==> src/design/assert_macros.svh <==
// Assertion macros shared by the video unit RTL
`ifndef ASSERT_MACROS_SVH
`define ASSERT_MACROS_SVH

// same-cycle implication
`define TBVU_ASSERT_IMP(lbl, clk, rst_n, ante, cons) \
    lbl: assert property (@(posedge clk) disable iff (!rst_n) (ante) |-> (cons)) \
        else $error("tbvu assertion failed");

// next-cycle implication
`define TBVU_ASSERT_NXT(lbl, clk, rst_n, ante, cons) \
    lbl: assert property (@(posedge clk) disable iff (!rst_n) (ante) |=> (cons)) \
        else $error("tbvu assertion failed");

`endif

==> src/design/tbvu_ram.sv <==
// Generic single-write, single-read synchronous RAM with registered read data
`default_nettype none

module tbvu_ram #(
    parameter int DEPTH = 256,
    parameter int AW    = $clog2(DEPTH)
) (
    input  wire logic          clk,
    input  wire logic          wr_en,
    input  wire logic [AW-1:0] wr_addr,
    input  wire logic [7:0]    wr_data,
    input  wire logic          rd_en,
    input  wire logic [AW-1:0] rd_addr,
    output logic      [7:0]    rd_data
);

    logic [7:0] mem [DEPTH];

    always_ff @(posedge clk)
    begin
        if (wr_en)
        begin
            mem[wr_addr] <= wr_data;
        end
        if (rd_en)
        begin
            rd_data <= mem[rd_addr];
        end
    end

endmodule

`default_nettype wire

==> config.mk <==
export PLATFORM = sky130hd
export DESIGN_NAME = tbvu_ram
export DESIGN_NICKNAME = d
export VERILOG_FILES = /design/src/design/assert_macros.svh /design/src/design/tbvu_ram.sv
export SDC_FILE = /design/constraint.sdc
export NUM_CORES = 2
export LEC_CHECK = 0
export BUFFER_PORTS_ARGS = -buffer_cell sky130_fd_sc_hd__buf_4
export CAP_MARGIN = 10
export CORE_UTILIZATION = 27
export CTS_BUF_LIST = sky130_fd_sc_hd__clkbuf_4 sky130_fd_sc_hd__clkbuf_8
export CTS_CLUSTER_SIZE = 12
export DETAILED_ROUTE_END_ITERATION = 12
export SLEW_MARGIN = 40
export SYNTH_ARGS = -nofsm -noshare
export SYNTH_HDL_FRONTEND = slang
export SYNTH_SLANG_ARGS = --single-unit
==> constraint.sdc <==
create_clock -name clk -period 5.26 [get_ports clk]
set_input_delay 0 -clock clk [delete_from_list [all_inputs] [get_ports clk]]
set_output_delay 0 -clock clk [all_outputs]
set_load 0.005 [all_outputs]
==> metrics.md <==
| Metric | Value |
|---|---|
| Outcome | finished, final reports clean |
| Number of global-route vias before repair | 40400 |
| YS warnings | 0 |
| Row count | approximately 200 |
| Placer Congestion | 0.834 |
| WL final | ~210000 um |
| Fillers | between 20000 and 30000 |
| Placed insts | between 7000 and 8000 |
| Worst Tran Pin Value | between 900 and 1000 ps |
| Max Slew Vio Count | 0 |
| Synthesis-to-finish area growth | 15.1% |
| Largest net degree at the start of global routing | approximately 190 |
| Skew final | 87.2 ps |
| Hold WC Path Type | primary input to flip-flop |
| Peak supply drop | 0.268 mV |
| Power per cell area | ~360 nW/um2 |
| GR Overflow Total | 0 |
| Share of cells above drive strength 1 | 0.298 |
| Seq/Total Area, Yosys | 0.775 |
| Clock slew at reported path FFs | approximately 70 ps |
| R2R cell count | 7 |
| Crit Path Category | flip-flop to flip-flop |
| Period utilisation layout | 0.593 |
| Layout Nets | roughly 4000 |
| Post-CTS setup buffers | 0 |
| Sw frac | 0.221 |
| Synthesized area per cell | roughly 21 um2 |
| Drt via density | 4.86 |
| Syn nets | ~3800 |
| Crit-path max FO | 1 |
| CP startpoint kind | flip-flop |
| Die span in x | about 550 um |
| Worst-Skew Late Latency | roughly 1100 ps |
| HPWL after detailed placement | around 120000 um |
| Tmin final | approximately 3100 ps |
| Post-synthesis cell type count | 54 |
| Seq. cell area | 61700 um2 |
| Area of the multi-input gates | between 15000 and 20000 um2 |
| Combinational fraction of design power | 0.051 |
| Port Buf Inserts | 34 |
| Clock power share | 0.401 |
| First-pass GRT wire length | just under 300000 um |
| Total track usage | 0.138 |
| Worst hold path depth | 2 |
| Initial antenna violation count | 15 |
| Post-route ant nets | 0 |
| Most frequent cells in the layout | edfxtp_1 (2056), mux4_2 (454), clkbuf_8 (352), nor2_2 (141), nor2_1 (138) |
| Root Driver | clkbuf_8 |
| Die area | 297000 um2 |
| Pleak | between 20 and 30 nW |
| Clk sink count | slightly above 2000 |
| Core area | between 200000 and 300000 um2 |
| TritonCTS Buffers | ~340 |
| Starting Density | 0.271 |
| Post-Syn Area | roughly 80000 um2 |
| Final setup viols | 0 |
| H-tree levels | 5 |
| CTS tree | done |
| Ys async rst share | 0 |
| Final hold vios | 0 |
| Crit end category | flip-flop |
| FF+latch count, synth | slightly above 2000 |
| Synth Instances | between 3000 and 4000 |
| P_sw | ~7.3 mW |
| Setup TNS Final | 0 ps |
| RSZ-0062 raised after global routing | false |
| Synth Flop Type | edfxtp_1 |
| Sequential Power Share | 0.548 |
| EDFF count, synth | around 2100 |
| I/O pin count | 35 |
| CP arrival | 3830 ps |
| Pre-antenna DRT Iters | 6 |
| DR iter-0 viols | 4603 |
| Achievable Freq | approximately 320 MHz |
| Internal power | 25.8 mW |
| Via count | 39700 |
| Post-CTS sizing | 0 |
| # DRC | 0 |
| Clk buf depth | 4 |
| Wire length per cell | between 20 and 30 um |
| Final Non-Filler Cells | 8162 |
| Die Y | 545 um |
| Worst slew margin | 0.369 |
| Worst Path Required | a little under 6000 ps |
| Commonest non-fill, non-tap cell in the layout | edfxtp_1 |
| Max-Cap Viols | 0 |
## routing by layer
layer	track usage	part of all wire	vias up
li1	-	-	16300
met5	0	0.000039	-
met2	0.217	0.47	1853
met1	0.187	0.41	21200
met4	0.0467	0.034	2
met3	0.0317	0.086	382
## state kept, by name, summed over array words and instances, names as in the netlist
name,flops
mem,2048
rd_data,8
## cell type report
| cell class | instances | share of cell area |
|---|---|---|
| flip-flops and latches | 2056 | 0.673 |
| multi-input cells | 1442 | 0.185 |
| clock buffers | 454 | 0.0611 |
| well taps | 3919 | 0.0535 |
| repair buffers | 166 | 0.0196 |
| clock inverters | 121 | 0.00704 |
| inverters | 2 | 0.0000819 |
| diodes | 2 | 0.0000546 |
## synth_stat cells (all sizes together), types with 27 or more instances
| library cell | n | area [um2] |
|---|---|---|
| mux4 | 456 | 10300 |
| nand3 | 34 | 170 |
| nor4 | 27 | 188 |
| o22ai | 28 | 175 |
| edfxtp | 2056 | 61700 |
| nand2 | 33 | 124 |
| a21oi | 96 | 480 |
| nor2 | 282 | 1060 |
| clkbuf | 111 | 417 |
| buf | 122 | 1030 |
| nor2b | 31 | 194 |
| o221ai | 47 | 418 |
| mux2i | 134 | 1340 |
| a22oi | 133 | 998 |
## final timing paths
path / startpoint / to / slack, ps
worst min register to register: mem[48][1]$_DFFE_PP_ / rd_data[1]$_DFFE_PP_ / 1190
worst max register to register: mem[34][3]$_DFFE_PP_ / rd_data[3]$_DFFE_PP_ / 2140
worst min-delay path: wr_data[5] / mem[110][5]$_DFFE_PP_ / 50
worst max-delay path: mem[34][3]$_DFFE_PP_ / rd_data[3]$_DFFE_PP_ / 2140
## per-stage QoR
step | total power [mW] | area [um2] | worst slack [ps] | hold WS, ps | util
2_1_floorplan | 19.3 | 79600 | 3180 | 98.9 | -
3_3_place_gp | 20.1 | 84300 | 1370 | 410 | 0.287
3_5_place_dp | 20.1 | 84700 | 1550 | 405 | 0.289
4_1_cts | 33.3 | 91300 | 2230 | 14.1 | 0.311
5_1_grt | 34.1 | 91700 | 2100 | 50.2 | 0.312
6_report | 33.1 | 91700 | 2140 | 53.6 | 0.312
## timing repair
item / in CTS / in global routing
hold buffers: 34 / 1
endpoints found under the hold margin: 2362 / 28
setup endpoints to repair: 0 / 0
## cell families after synthesis
logic type,after synthesis,share of synthesized area
AO/OA/AOI/OAI,385,0.0342
buffers and inverters,235,0.0183
flip-flops,2056,0.775
multiplexers,591,0.146
AND/OR/NAND/NOR,466,0.0263
## worst max-delay path, stage by stage (launching register included)
cell and delay [ps]:
edfxtp_1 370, mux4_2 450, nand2b_1 160, a311oi_1 250, dlygate4sd3_1 590, o221ai_1 130
a211oi_1 750, nor4_1 90
## power by group through the flow
stage	registers, mW	logic (mW)	clock network (mW)
floorplan	18.4	0.878	0
global placement	18.4	1.60	0
detailed placement	18.4	1.64	0
CTS	18.1	1.67	13.5
global route	18.1	1.77	14.2
finish	18.1	1.68	13.3
Power figures use the tool's default switching activity.
