### src/design/assert_macros.svh
// Assertion macros shared by the video unit RTL
`ifndef ASSERT_MACROS_SVH
`define ASSERT_MACROS_SVH

// same-cycle implication
`define TBVU_ASSERT_IMP(lbl, clk, rst_n, ante, cons) \
    lbl: assert property (@(posedge clk) disable iff (!rst_n) (ante) |-> (cons)) \
        else $error("tbvu assertion failed");

// next-cycle implication
`define TBVU_ASSERT_NXT(lbl, clk, rst_n, ante, cons) \
    lbl: assert property (@(posedge clk) disable iff (!rst_n) (ante) |=> (cons)) \
        else $error("tbvu assertion failed");

`endif

### src/design/tbvu_pkg.sv
// Shared types, codes and address helpers of the background video unit
`default_nettype none

package tbvu_pkg;

    localparam int VRAM_DEPTH = 16384;
    localparam int VRAM_AW    = $clog2(VRAM_DEPTH);
    localparam int OAM_DEPTH  = 256;
    localparam int OAM_AW     = $clog2(OAM_DEPTH);

    localparam logic [8:0] LINE_PRE  = 9'h1FF;
    localparam logic [8:0] LINE_VIS  = 9'd240;
    localparam logic [8:0] LINE_VBL  = 9'd241;
    localparam logic [8:0] LINE_LAST = 9'd260;
    localparam logic [8:0] DOT_LAST  = 9'd340;

    typedef enum logic [1:0] {
        CMD_TICK  = 2'd0,
        CMD_READ  = 2'd1,
        CMD_WRITE = 2'd2,
        CMD_NONE  = 2'd3
    } cmd_t;

    typedef enum logic [2:0] {
        REG_CTRL     = 3'd0,
        REG_MASK     = 3'd1,
        REG_STATUS   = 3'd2,
        REG_OAM_ADDR = 3'd3,
        REG_OAM_DATA = 3'd4,
        REG_SCROLL   = 3'd5,
        REG_ADDR     = 3'd6,
        REG_DATA     = 3'd7
    } reg_t;

    typedef enum logic [2:0] {
        FK_NONE   = 3'd0,
        FK_TILE   = 3'd1,
        FK_ATTR   = 3'd2,
        FK_PAT_LO = 3'd3,
        FK_PAT_HI = 3'd4
    } fetch_t;

    typedef enum logic [1:0] {
        SRC_DIRECT = 2'd0,
        SRC_VRAM   = 2'd1,
        SRC_OAM    = 2'd2
    } src_t;

    typedef struct packed {
        logic               rd_en;
        logic [VRAM_AW-1:0] rd_addr;
        logic               wr_en;
        logic [VRAM_AW-1:0] wr_addr;
        logic [7:0]         wr_data;
    } vram_req_t;

    typedef struct packed {
        logic              rd_en;
        logic [OAM_AW-1:0] rd_addr;
        logic              wr_en;
        logic [OAM_AW-1:0] wr_addr;
        logic [7:0]        wr_data;
    } oam_req_t;

    typedef struct packed {
        src_t       src;
        logic [7:0] rd_direct;
        logic       pixel_valid;
        logic [7:0] pixel_x;
        logic [7:0] pixel_y;
        logic [7:0] pixel_color;
        logic       nmi_pulse;
        logic       frame_done;
        logic       access_error;
        fetch_t     fetch;
        logic [1:0] attr_sel;
    } stage_t;

    typedef struct packed {
        fetch_t     fetch;
        logic [1:0] attr_sel;
        logic [7:0] data;
    } fetch_ret_t;

    function automatic logic [VRAM_AW-1:0] map_nt(input logic [13:0] a);
        logic [13:0] r;
        r = a[13] ? {2'b10, a[11], 1'b0, a[9:0]} : a;
        return r;
    endfunction

endpackage

`default_nettype wire

### src/design/tbvu_ctrl.sv
// Register file, dot sequencer, scroll logic, shifters and palette of the video unit
`default_nettype none

`include "assert_macros.svh"

module tbvu_ctrl (
    input  wire logic                 clk,
    input  wire logic                 rst_n,
    input  wire logic                 accept,
    input  wire logic [1:0]           command,
    input  wire logic [2:0]           reg_index,
    input  wire logic [7:0]           write_data,
    input  wire tbvu_pkg::fetch_ret_t fret,
    output tbvu_pkg::vram_req_t       vreq,
    output tbvu_pkg::oam_req_t        oreq,
    output tbvu_pkg::stage_t          stage
);

    logic [7:0]  ctrl_reg, ctrl_next;
    logic [7:0]  mask_reg, mask_next;
    logic        vblank_reg, vblank_next;
    logic [14:0] vaddr_reg, vaddr_next;
    logic [14:0] taddr_reg, taddr_next;
    logic [2:0]  finex_reg, finex_next;
    logic        toggle_reg, toggle_next;
    logic [7:0]  oamidx_reg, oamidx_next;
    logic [8:0]  line_reg, line_next;
    logic [8:0]  dot_reg, dot_next;
    logic [15:0] bsl_reg, bsl_next;
    logic [15:0] bsh_reg, bsh_next;
    logic [15:0] asl_reg, asl_next;
    logic [15:0] ash_reg, ash_next;
    logic [7:0]  tile_reg;
    logic [1:0]  attr_reg;
    logic [7:0]  plo_reg;
    logic [7:0]  phi_reg;
    logic [7:0]  pal_reg [32];

    logic        pal_we;
    logic [4:0]  pal_waddr;
    logic [4:0]  pal_raddr;
    logic [7:0]  pal_rdata;
    logic [8:0]  dot_eff;
    logic [8:0]  dot_m1;
    logic [8:0]  dot_inc;
    logic        render_on;
    logic        bg_on;
    logic        rend_line;
    logic        pre_line;
    logic        window;
    logic [3:0]  tap;
    logic [14:0] v_w;
    logic [14:0] v_step;
    logic [13:0] pat_addr;
    logic [7:0]  attr_t;

    function automatic logic [14:0] inc_x(input logic [14:0] v);
        logic [14:0] r;
        r = v;
        if (v[4:0] == 5'd31)
        begin
            r[4:0] = 5'd0;
            r[10]  = ~v[10];
        end
        else
        begin
            r[4:0] = v[4:0] + 5'd1;
        end
        return r;
    endfunction

    function automatic logic [14:0] inc_y(input logic [14:0] v);
        logic [14:0] r;
        logic [4:0]  y;
        r = v;
        y = v[9:5];
        if (v[14:12] != 3'd7)
        begin
            r[14:12] = v[14:12] + 3'd1;
        end
        else
        begin
            r[14:12] = 3'd0;
            if (y == 5'd29)
            begin
                y     = 5'd0;
                r[11] = ~v[11];
            end
            else if (y == 5'd31)
            begin
                y = 5'd0;
            end
            else
            begin
                y = y + 5'd1;
            end
            r[9:5] = y;
        end
        return r;
    endfunction

    assign pal_rdata = pal_reg[pal_raddr];
    assign render_on = mask_reg[4] | mask_reg[3];
    assign bg_on     = mask_reg[3];
    assign dot_eff   = (line_reg == 9'd0 && dot_reg == 9'd0) ? 9'd1 : dot_reg;
    assign dot_m1    = dot_eff - 9'd1;
    assign dot_inc   = dot_eff + 9'd1;
    assign pre_line  = (line_reg == tbvu_pkg::LINE_PRE);
    assign rend_line = pre_line || (line_reg < tbvu_pkg::LINE_VIS);
    assign window    = (dot_eff >= 9'd2 && dot_eff <= 9'd257)
                    || (dot_eff >= 9'd321 && dot_eff <= 9'd337);
    assign tap       = 4'd15 - {1'b0, finex_reg};
    assign v_step    = vaddr_reg + (ctrl_reg[2] ? 15'd32 : 15'd1);
    assign pat_addr  = {1'b0, ctrl_reg[4], tile_reg, 1'b0, vaddr_reg[14:12]};

    always_comb
    begin
        ctrl_next   = ctrl_reg;
        mask_next   = mask_reg;
        vblank_next = vblank_reg;
        vaddr_next  = vaddr_reg;
        taddr_next  = taddr_reg;
        finex_next  = finex_reg;
        toggle_next = toggle_reg;
        oamidx_next = oamidx_reg;
        line_next   = line_reg;
        dot_next    = dot_reg;
        bsl_next    = bsl_reg;
        bsh_next    = bsh_reg;
        asl_next    = asl_reg;
        ash_next    = ash_reg;
        vreq        = '0;
        oreq        = '0;
        stage       = '0;
        pal_we      = 1'b0;
        pal_waddr   = vaddr_reg[4:0];
        pal_raddr   = vaddr_reg[4:0];
        v_w         = vaddr_reg;
        if (accept)
        begin
            unique case (tbvu_pkg::cmd_t'(command))
                tbvu_pkg::CMD_TICK:
                begin
                    if (rend_line)
                    begin
                        if (pre_line && dot_eff == 9'd1)
                        begin
                            vblank_next = 1'b0;
                        end
                        if (window)
                        begin
                            if (dot_eff <= 9'd257 && !pre_line && bg_on)
                            begin
                                pal_raddr = {1'b0, ash_reg[tap], asl_reg[tap],
                                             bsh_reg[tap], bsl_reg[tap]};
                                stage.pixel_valid = 1'b1;
                                stage.pixel_x     = dot_m1[7:0];
                                stage.pixel_y     = line_reg[7:0];
                                stage.pixel_color = pal_rdata;
                            end
                            if (bg_on)
                            begin
                                bsl_next = {bsl_reg[14:0], 1'b0};
                                bsh_next = {bsh_reg[14:0], 1'b0};
                                asl_next = {asl_reg[14:0], 1'b0};
                                ash_next = {ash_reg[14:0], 1'b0};
                            end
                            unique case (dot_m1[2:0])
                                3'd0:
                                begin
                                    bsl_next = {bsl_next[15:8], plo_reg};
                                    bsh_next = {bsh_next[15:8], phi_reg};
                                    asl_next = {asl_next[15:8], {8{attr_reg[0]}}};
                                    ash_next = {ash_next[15:8], {8{attr_reg[1]}}};
                                    vreq.rd_en   = 1'b1;
                                    vreq.rd_addr = tbvu_pkg::map_nt({2'b10, vaddr_reg[11:0]});
                                    stage.fetch  = tbvu_pkg::FK_TILE;
                                end
                                3'd2:
                                begin
                                    vreq.rd_en    = 1'b1;
                                    vreq.rd_addr  = tbvu_pkg::map_nt({2'b10, vaddr_reg[11:10],
                                        4'b1111, vaddr_reg[9:7], vaddr_reg[4:2]});
                                    stage.fetch   = tbvu_pkg::FK_ATTR;
                                    stage.attr_sel = {vaddr_reg[6], vaddr_reg[1]};
                                end
                                3'd4:
                                begin
                                    vreq.rd_en   = 1'b1;
                                    vreq.rd_addr = pat_addr;
                                    stage.fetch  = tbvu_pkg::FK_PAT_LO;
                                end
                                3'd6:
                                begin
                                    vreq.rd_en   = 1'b1;
                                    vreq.rd_addr = pat_addr | 14'd8;
                                    stage.fetch  = tbvu_pkg::FK_PAT_HI;
                                end
                                3'd7:
                                begin
                                    if (render_on)
                                    begin
                                        v_w = inc_x(v_w);
                                    end
                                end
                                default:
                                begin
                                end
                            endcase
                        end
                        if (render_on && dot_eff == 9'd256)
                        begin
                            v_w = inc_y(v_w);
                        end
                        if (render_on && dot_eff == 9'd257)
                        begin
                            v_w = (v_w & ~15'h041F) | (taddr_reg & 15'h041F);
                        end
                        if (render_on && pre_line && dot_eff >= 9'd280 && dot_eff <= 9'd304)
                        begin
                            v_w = (v_w & ~15'h7BE0) | (taddr_reg & 15'h7BE0);
                        end
                        vaddr_next = v_w;
                    end
                    if (line_reg == tbvu_pkg::LINE_VBL && dot_reg == 9'd1)
                    begin
                        vblank_next     = 1'b1;
                        stage.nmi_pulse = ctrl_reg[7];
                    end
                    if (dot_eff == tbvu_pkg::DOT_LAST)
                    begin
                        dot_next = 9'd0;
                        if (pre_line)
                        begin
                            line_next = 9'd0;
                        end
                        else if (line_reg == tbvu_pkg::LINE_LAST)
                        begin
                            line_next        = tbvu_pkg::LINE_PRE;
                            stage.frame_done = 1'b1;
                        end
                        else
                        begin
                            line_next = line_reg + 9'd1;
                        end
                    end
                    else
                    begin
                        dot_next = dot_inc;
                    end
                end
                tbvu_pkg::CMD_READ:
                begin
                    unique case (tbvu_pkg::reg_t'(reg_index))
                        tbvu_pkg::REG_STATUS:
                        begin
                            stage.rd_direct = {vblank_reg, 7'd0};
                            vblank_next     = 1'b0;
                            toggle_next     = 1'b0;
                        end
                        tbvu_pkg::REG_OAM_DATA:
                        begin
                            oreq.rd_en   = 1'b1;
                            oreq.rd_addr = oamidx_reg;
                            stage.src    = tbvu_pkg::SRC_OAM;
                        end
                        tbvu_pkg::REG_DATA:
                        begin
                            if (vaddr_reg[13:8] == 6'h3F)
                            begin
                                stage.rd_direct = pal_rdata;
                            end
                            else
                            begin
                                vreq.rd_en   = 1'b1;
                                vreq.rd_addr = tbvu_pkg::map_nt(vaddr_reg[13:0]);
                                stage.src    = tbvu_pkg::SRC_VRAM;
                            end
                            vaddr_next = v_step;
                        end
                        default:
                        begin
                            stage.access_error = 1'b1;
                        end
                    endcase
                end
                tbvu_pkg::CMD_WRITE:
                begin
                    unique case (tbvu_pkg::reg_t'(reg_index))
                        tbvu_pkg::REG_CTRL:
                        begin
                            ctrl_next         = write_data;
                            taddr_next[11:10] = write_data[1:0];
                        end
                        tbvu_pkg::REG_MASK:
                        begin
                            mask_next = write_data;
                        end
                        tbvu_pkg::REG_STATUS:
                        begin
                            stage.access_error = 1'b1;
                        end
                        tbvu_pkg::REG_OAM_ADDR:
                        begin
                            oamidx_next = write_data;
                        end
                        tbvu_pkg::REG_OAM_DATA:
                        begin
                            oreq.wr_en   = 1'b1;
                            oreq.wr_addr = oamidx_reg;
                            oreq.wr_data = write_data;
                            oamidx_next  = oamidx_reg + 8'd1;
                        end
                        tbvu_pkg::REG_SCROLL:
                        begin
                            if (!toggle_reg)
                            begin
                                taddr_next[4:0] = write_data[7:3];
                                finex_next      = write_data[2:0];
                                toggle_next     = 1'b1;
                            end
                            else
                            begin
                                taddr_next[14:12] = write_data[2:0];
                                taddr_next[9:5]   = write_data[7:3];
                                toggle_next       = 1'b0;
                            end
                        end
                        tbvu_pkg::REG_ADDR:
                        begin
                            if (!toggle_reg)
                            begin
                                taddr_next[14:8] = {1'b0, write_data[5:0]};
                                toggle_next      = 1'b1;
                            end
                            else
                            begin
                                taddr_next[7:0] = write_data;
                                vaddr_next      = {taddr_reg[14:8], write_data};
                                toggle_next     = 1'b0;
                            end
                        end
                        tbvu_pkg::REG_DATA:
                        begin
                            if (vaddr_reg[13:8] == 6'h3F)
                            begin
                                pal_we = 1'b1;
                            end
                            else
                            begin
                                vreq.wr_en   = 1'b1;
                                vreq.wr_addr = tbvu_pkg::map_nt(vaddr_reg[13:0]);
                                vreq.wr_data = write_data;
                            end
                            vaddr_next = v_step;
                        end
                        default:
                        begin
                        end
                    endcase
                end
                default:
                begin
                end
            endcase
        end
    end

    always_comb
    begin
        attr_t = fret.data;
        if (fret.attr_sel[1])
        begin
            attr_t = {4'd0, attr_t[7:4]};
        end
        if (fret.attr_sel[0])
        begin
            attr_t = {2'd0, attr_t[7:2]};
        end
    end

    always_ff @(posedge clk or negedge rst_n)
    begin
        if (!rst_n)
        begin
            ctrl_reg   <= '0;
            mask_reg   <= '0;
            vblank_reg <= 1'b0;
            vaddr_reg  <= '0;
            taddr_reg  <= '0;
            finex_reg  <= '0;
            toggle_reg <= 1'b0;
            oamidx_reg <= '0;
            line_reg   <= '0;
            dot_reg    <= '0;
            bsl_reg    <= '0;
            bsh_reg    <= '0;
            asl_reg    <= '0;
            ash_reg    <= '0;
            tile_reg   <= '0;
            attr_reg   <= '0;
            plo_reg    <= '0;
            phi_reg    <= '0;
            for (int i = 0; i < 32; i++)
            begin
                pal_reg[i] <= '0;
            end
        end
        else
        begin
            ctrl_reg   <= ctrl_next;
            mask_reg   <= mask_next;
            vblank_reg <= vblank_next;
            vaddr_reg  <= vaddr_next;
            taddr_reg  <= taddr_next;
            finex_reg  <= finex_next;
            toggle_reg <= toggle_next;
            oamidx_reg <= oamidx_next;
            line_reg   <= line_next;
            dot_reg    <= dot_next;
            bsl_reg    <= bsl_next;
            bsh_reg    <= bsh_next;
            asl_reg    <= asl_next;
            ash_reg    <= ash_next;
            if (pal_we)
            begin
                pal_reg[pal_waddr] <= write_data;
            end
            unique case (fret.fetch)
                tbvu_pkg::FK_TILE:   tile_reg <= fret.data;
                tbvu_pkg::FK_ATTR:   attr_reg <= attr_t[1:0];
                tbvu_pkg::FK_PAT_LO: plo_reg  <= fret.data;
                tbvu_pkg::FK_PAT_HI: phi_reg  <= fret.data;
                default:
                begin
                end
            endcase
        end
    end

    `TBVU_ASSERT_IMP(a_dot_range, clk, rst_n, 1'b1, dot_reg <= tbvu_pkg::DOT_LAST)
    `TBVU_ASSERT_IMP(a_line_range, clk, rst_n, 1'b1,
        line_reg <= tbvu_pkg::LINE_LAST || line_reg == tbvu_pkg::LINE_PRE)

endmodule

`default_nettype wire

### config.mk
export PLATFORM = sky130hd
export DESIGN_NAME = tbvu_ctrl
export DESIGN_NICKNAME = d
export VERILOG_FILES = /design/src/design/tbvu_pkg.sv /design/src/design/tbvu_ctrl.sv
export VERILOG_INCLUDE_DIRS = /design/src /design/src/design
export SDC_FILE = /design/constraint.sdc
export NUM_CORES = 1
export LEC_CHECK = 0
export CAP_MARGIN = 40
export CORE_MARGIN = 2
export CORE_UTILIZATION = 55
export CTS_CLUSTER_SIZE = 16
export DETAILED_ROUTE_END_ITERATION = 12
export DONT_BUFFER_PORTS = 1
export GPL_ROUTABILITY_DRIVEN = 0
export GPL_TIMING_DRIVEN = 1
export PLACE_DENSITY_LB_ADDON = 0.05
export SLEW_MARGIN = 20
export SYNTH_ARGS = -nofsm -noshare
export SYNTH_HDL_FRONTEND = slang
export SYNTH_SLANG_ARGS = --single-unit
### constraint.sdc
create_clock -name clk -period 9.8 [get_ports clk]
set_clock_uncertainty 0.15 [all_clocks]
set_input_delay 0.98 -clock clk [delete_from_list [all_inputs] [get_ports clk]]
set_output_delay 0.98 -clock clk [all_outputs]
set_load 0.005 [all_outputs]
==> out/summary.txt <==
leak pwr: 10.6 nW
Sw Ratio: 0.331
initial antenna violation count: 1
Worst-path clk slew: 0.06 ns
pin count of the biggest net entering global routing: 413
dominant synthesized flop cell: dfrtp_1
core area: 38600 um2
count leader, synth: dfrtp_1
clock latency at the later pin of the worst-skew pair: 0.58 ns
CTS buffer count: 46
TNS Setup: 0 ns
fin crit period: 7.16 ns
# IOs: 136
CP Data Arrival Time: 6.03 ns
Final Max Tran Viols: 0
Worst path top cell family by delay: simple AND/OR/NAND/NOR gates
H-tree depth: 2
worst hold-check path type: in2async
FF/Latch Area: 10300 um2
R2R cell count: 11
Final Net Count: 2002
crit path max-delay cell type: nor4_2
global-route wire length before repair: 93.9 mm
Syn Nets: 2062
fraction of layout cells with a size suffix above 1: 0.242
number of synthesized flops with an enable pin: 0
Reg power frac: 0.415
final setup fails: 0
top fanout value on the critical path: 61
GR Overflow Total: 0
library cells used by synthesis: 77
placed cell areas: 21800 um2
drt pass-1 iters: 5
crit path capture type: primary output
DRC viols: 0
I/O Buffers: 0
Power Density: 213 nW/um2
Hold Fails Final Rpt: 0
gr usage total: 0.294
final period utilization: 0.731
post-synthesis cell type with the largest combined area: dfrtp_1
Starting Density: 0.558
top cells by count, synth: 412 x dfrtp_1, 332 x mux2_2, 227 x nand2_1
Gate power share: 0.232
Synth top area share: 0.478
clock buffer depth: 3
Post-CTS Setup Bufs: 0
cell mode on critical path: a31oi_1
Synth warnings: 0
First DRT Iteration DRCs: 1213
Post-DRT Antenna Nets: 0
required time worst endpoint: 8.67 ns
Die Width: 202 um
Die H: 202 um
PostCTS Resize Cnt: 0
outcome: complete, no violations
RSZ-0062 raised after global routing: no
CTS Sinks: 412
Max-Cap Viols: 0
fillers: 3193
Slew @ Worst Pin: 1.35 ns
CP Buf/Inv Count: 2
# diodes: 0
Wirelength per Cell: 24.1 um
FP Rows: 72
Detail Placement HPWL: 39.4 mm
Max-slew headroom: 0.100
area of the multi-input gates: 10600 um2
Synth area leaders: dfrtp_1 48%, mux2_2 17%, nand2_1 3.9%
vias in the first global route: 15571
CTS tree: built
Pint: 3.35 mW
synthesized area per cell: 10.8 um2
Synth async-reset ratio: 1.00
reg-to-reg setup timing slack: 5.10 ns
VDD IR max: 132 uV
max reg flops: 256
routed vias/inst: 6.42
Cell Area, Synth: 21600 um2
Reg2Reg Launch Point: dot_reg[2]
P_sw: 1.66 mW
area grow syn2layout: 9.01%
FF-to-FF End: ash_reg[7]
die area: 40800 um2
CP max stage delay: 0.72 ns
fmax: 140 MHz
Mapped Cells: 2004
drt total wl: 60.3 mm
Seq/Total Area, Yosys: 0.478
Clk pwr share: 0.352
Startpoint Class: flop
Power Total: 5.01 mW
clock root buffer master: clkbuf_16
crit path cell chain: or4_4, nor4_4, a21o_4, ha_1, o21bai_1, a31oi_1, o31ai_4, and2_4, buf_16, buf_4, mux2i_1, o22ai_1, nor4_2, a31oi_1
critical path class: reg2out
routed via count: 16025
Non-Filler Cell Area, Final: 23500 um2
FF+latch count, synth: 412
==> power groups by stage <==
stage | combinational, mW | sequential, mW | clock [mW]
finish | 1.16 | 2.08 | 1.77
detailed placement | 1.10 | 2.11 | 0
global route | 1.27 | 2.11 | 1.87
floorplan | 0.918 | 1.98 | 0
global placement | 1.06 | 2.10 | 0
CTS | 1.10 | 2.07 | 1.79
==> through the flow <==
step,hold WS (ns),util,worst slack (ns),instances
CTS,-0.0594,0.605,2.39,2489
global route,0.198,0.609,2.28,2497
floorplan,0.300,-,4.98,2004
finish,0.164,0.609,2.64,2497
detailed placement,0.336,0.564,3.02,2406
global placement,0.320,0.562,3.19,2397
==> kinds of logic (layout without fill, tap and decap cells) <==
kind of cell,count (synthesis),count (layout),share of synthesized area
flops,412,412,0.478
simple gates,554,554,0.120
fa+ha+maj,30,30,0.0173
xor+xnor,17,17,0.00690
compound gates,399,399,0.121
buf+inv,167,142,0.0340
mux,425,425,0.223
==> cells in the final DEF (no fill, tap or decap), drive strengths merged, types with 12 or more instances in the layout <==
cell    count
clkbuf     67
ha         29
a221oi     16
nand2     227
nor2      116
buf        27
a21oi     122
nor3       20
clkinv     14
nand3      59
inv        28
and2       56
mux2i      76
o21ai      43
and3       21
o22ai      64
nor4       13
mux2      339
a31oi      40
dfrtp     412
nand4      12
==> worst max-delay path by stage <==
stage	from	slack, ns	depth (start not counted)	to
5_1_grt	dot_reg[2]	2.28	14	stage[39]
4_1_cts	dot_reg[2]	2.39	13	stage[37]
3_5_place_dp	dot_reg[2]	3.02	13	stage[37]
2_1_floorplan	dot_reg[3]	4.98	17	stage[39]
6_report	dot_reg[2]	2.64	14	stage[37]
3_3_place_gp	dot_reg[2]	3.19	13	stage[37]
==> metal layers <==
layer / part of all wire / vias up / GRT usage / wire (um)
li1: - / 7167 / - / -
met1: 0.45 / 8189 / 0.436 / 27400
met2: 0.45 / 563 / 0.450 / 27400
met3: 0.067 / 104 / 0.0464 / 4040
met4: 0.025 / 2 / 0.0855 / 1500
met5: 0.00022 / - / 0 / 13
==> worst reg2reg max path: cells and delay by family, from the launching register on <==
| kind | cells | cell delay [ns] |
|---|---|---|
| buffers and inverters | 2 | 0.36 |
| adder cells (fa/ha/maj) | 1 | 0.31 |
| AND/OR/NAND/NOR | 4 | 2.11 |
| AO/OA/AOI/OAI | 3 | 0.51 |
| flip-flops | 1 | 0.54 |
| XOR/XNOR | 1 | 0.65 |
==> cell type report <==
class	instances	share of cell area
well taps	518	0.0275
clock inverters	18	0.00782
repair buffers	29	0.0144
multi-input cells	1425	0.449
inverters	30	0.00479
flip-flops and latches	412	0.438
clock buffers	65	0.0583
Power figures use the tool's default switching activity.
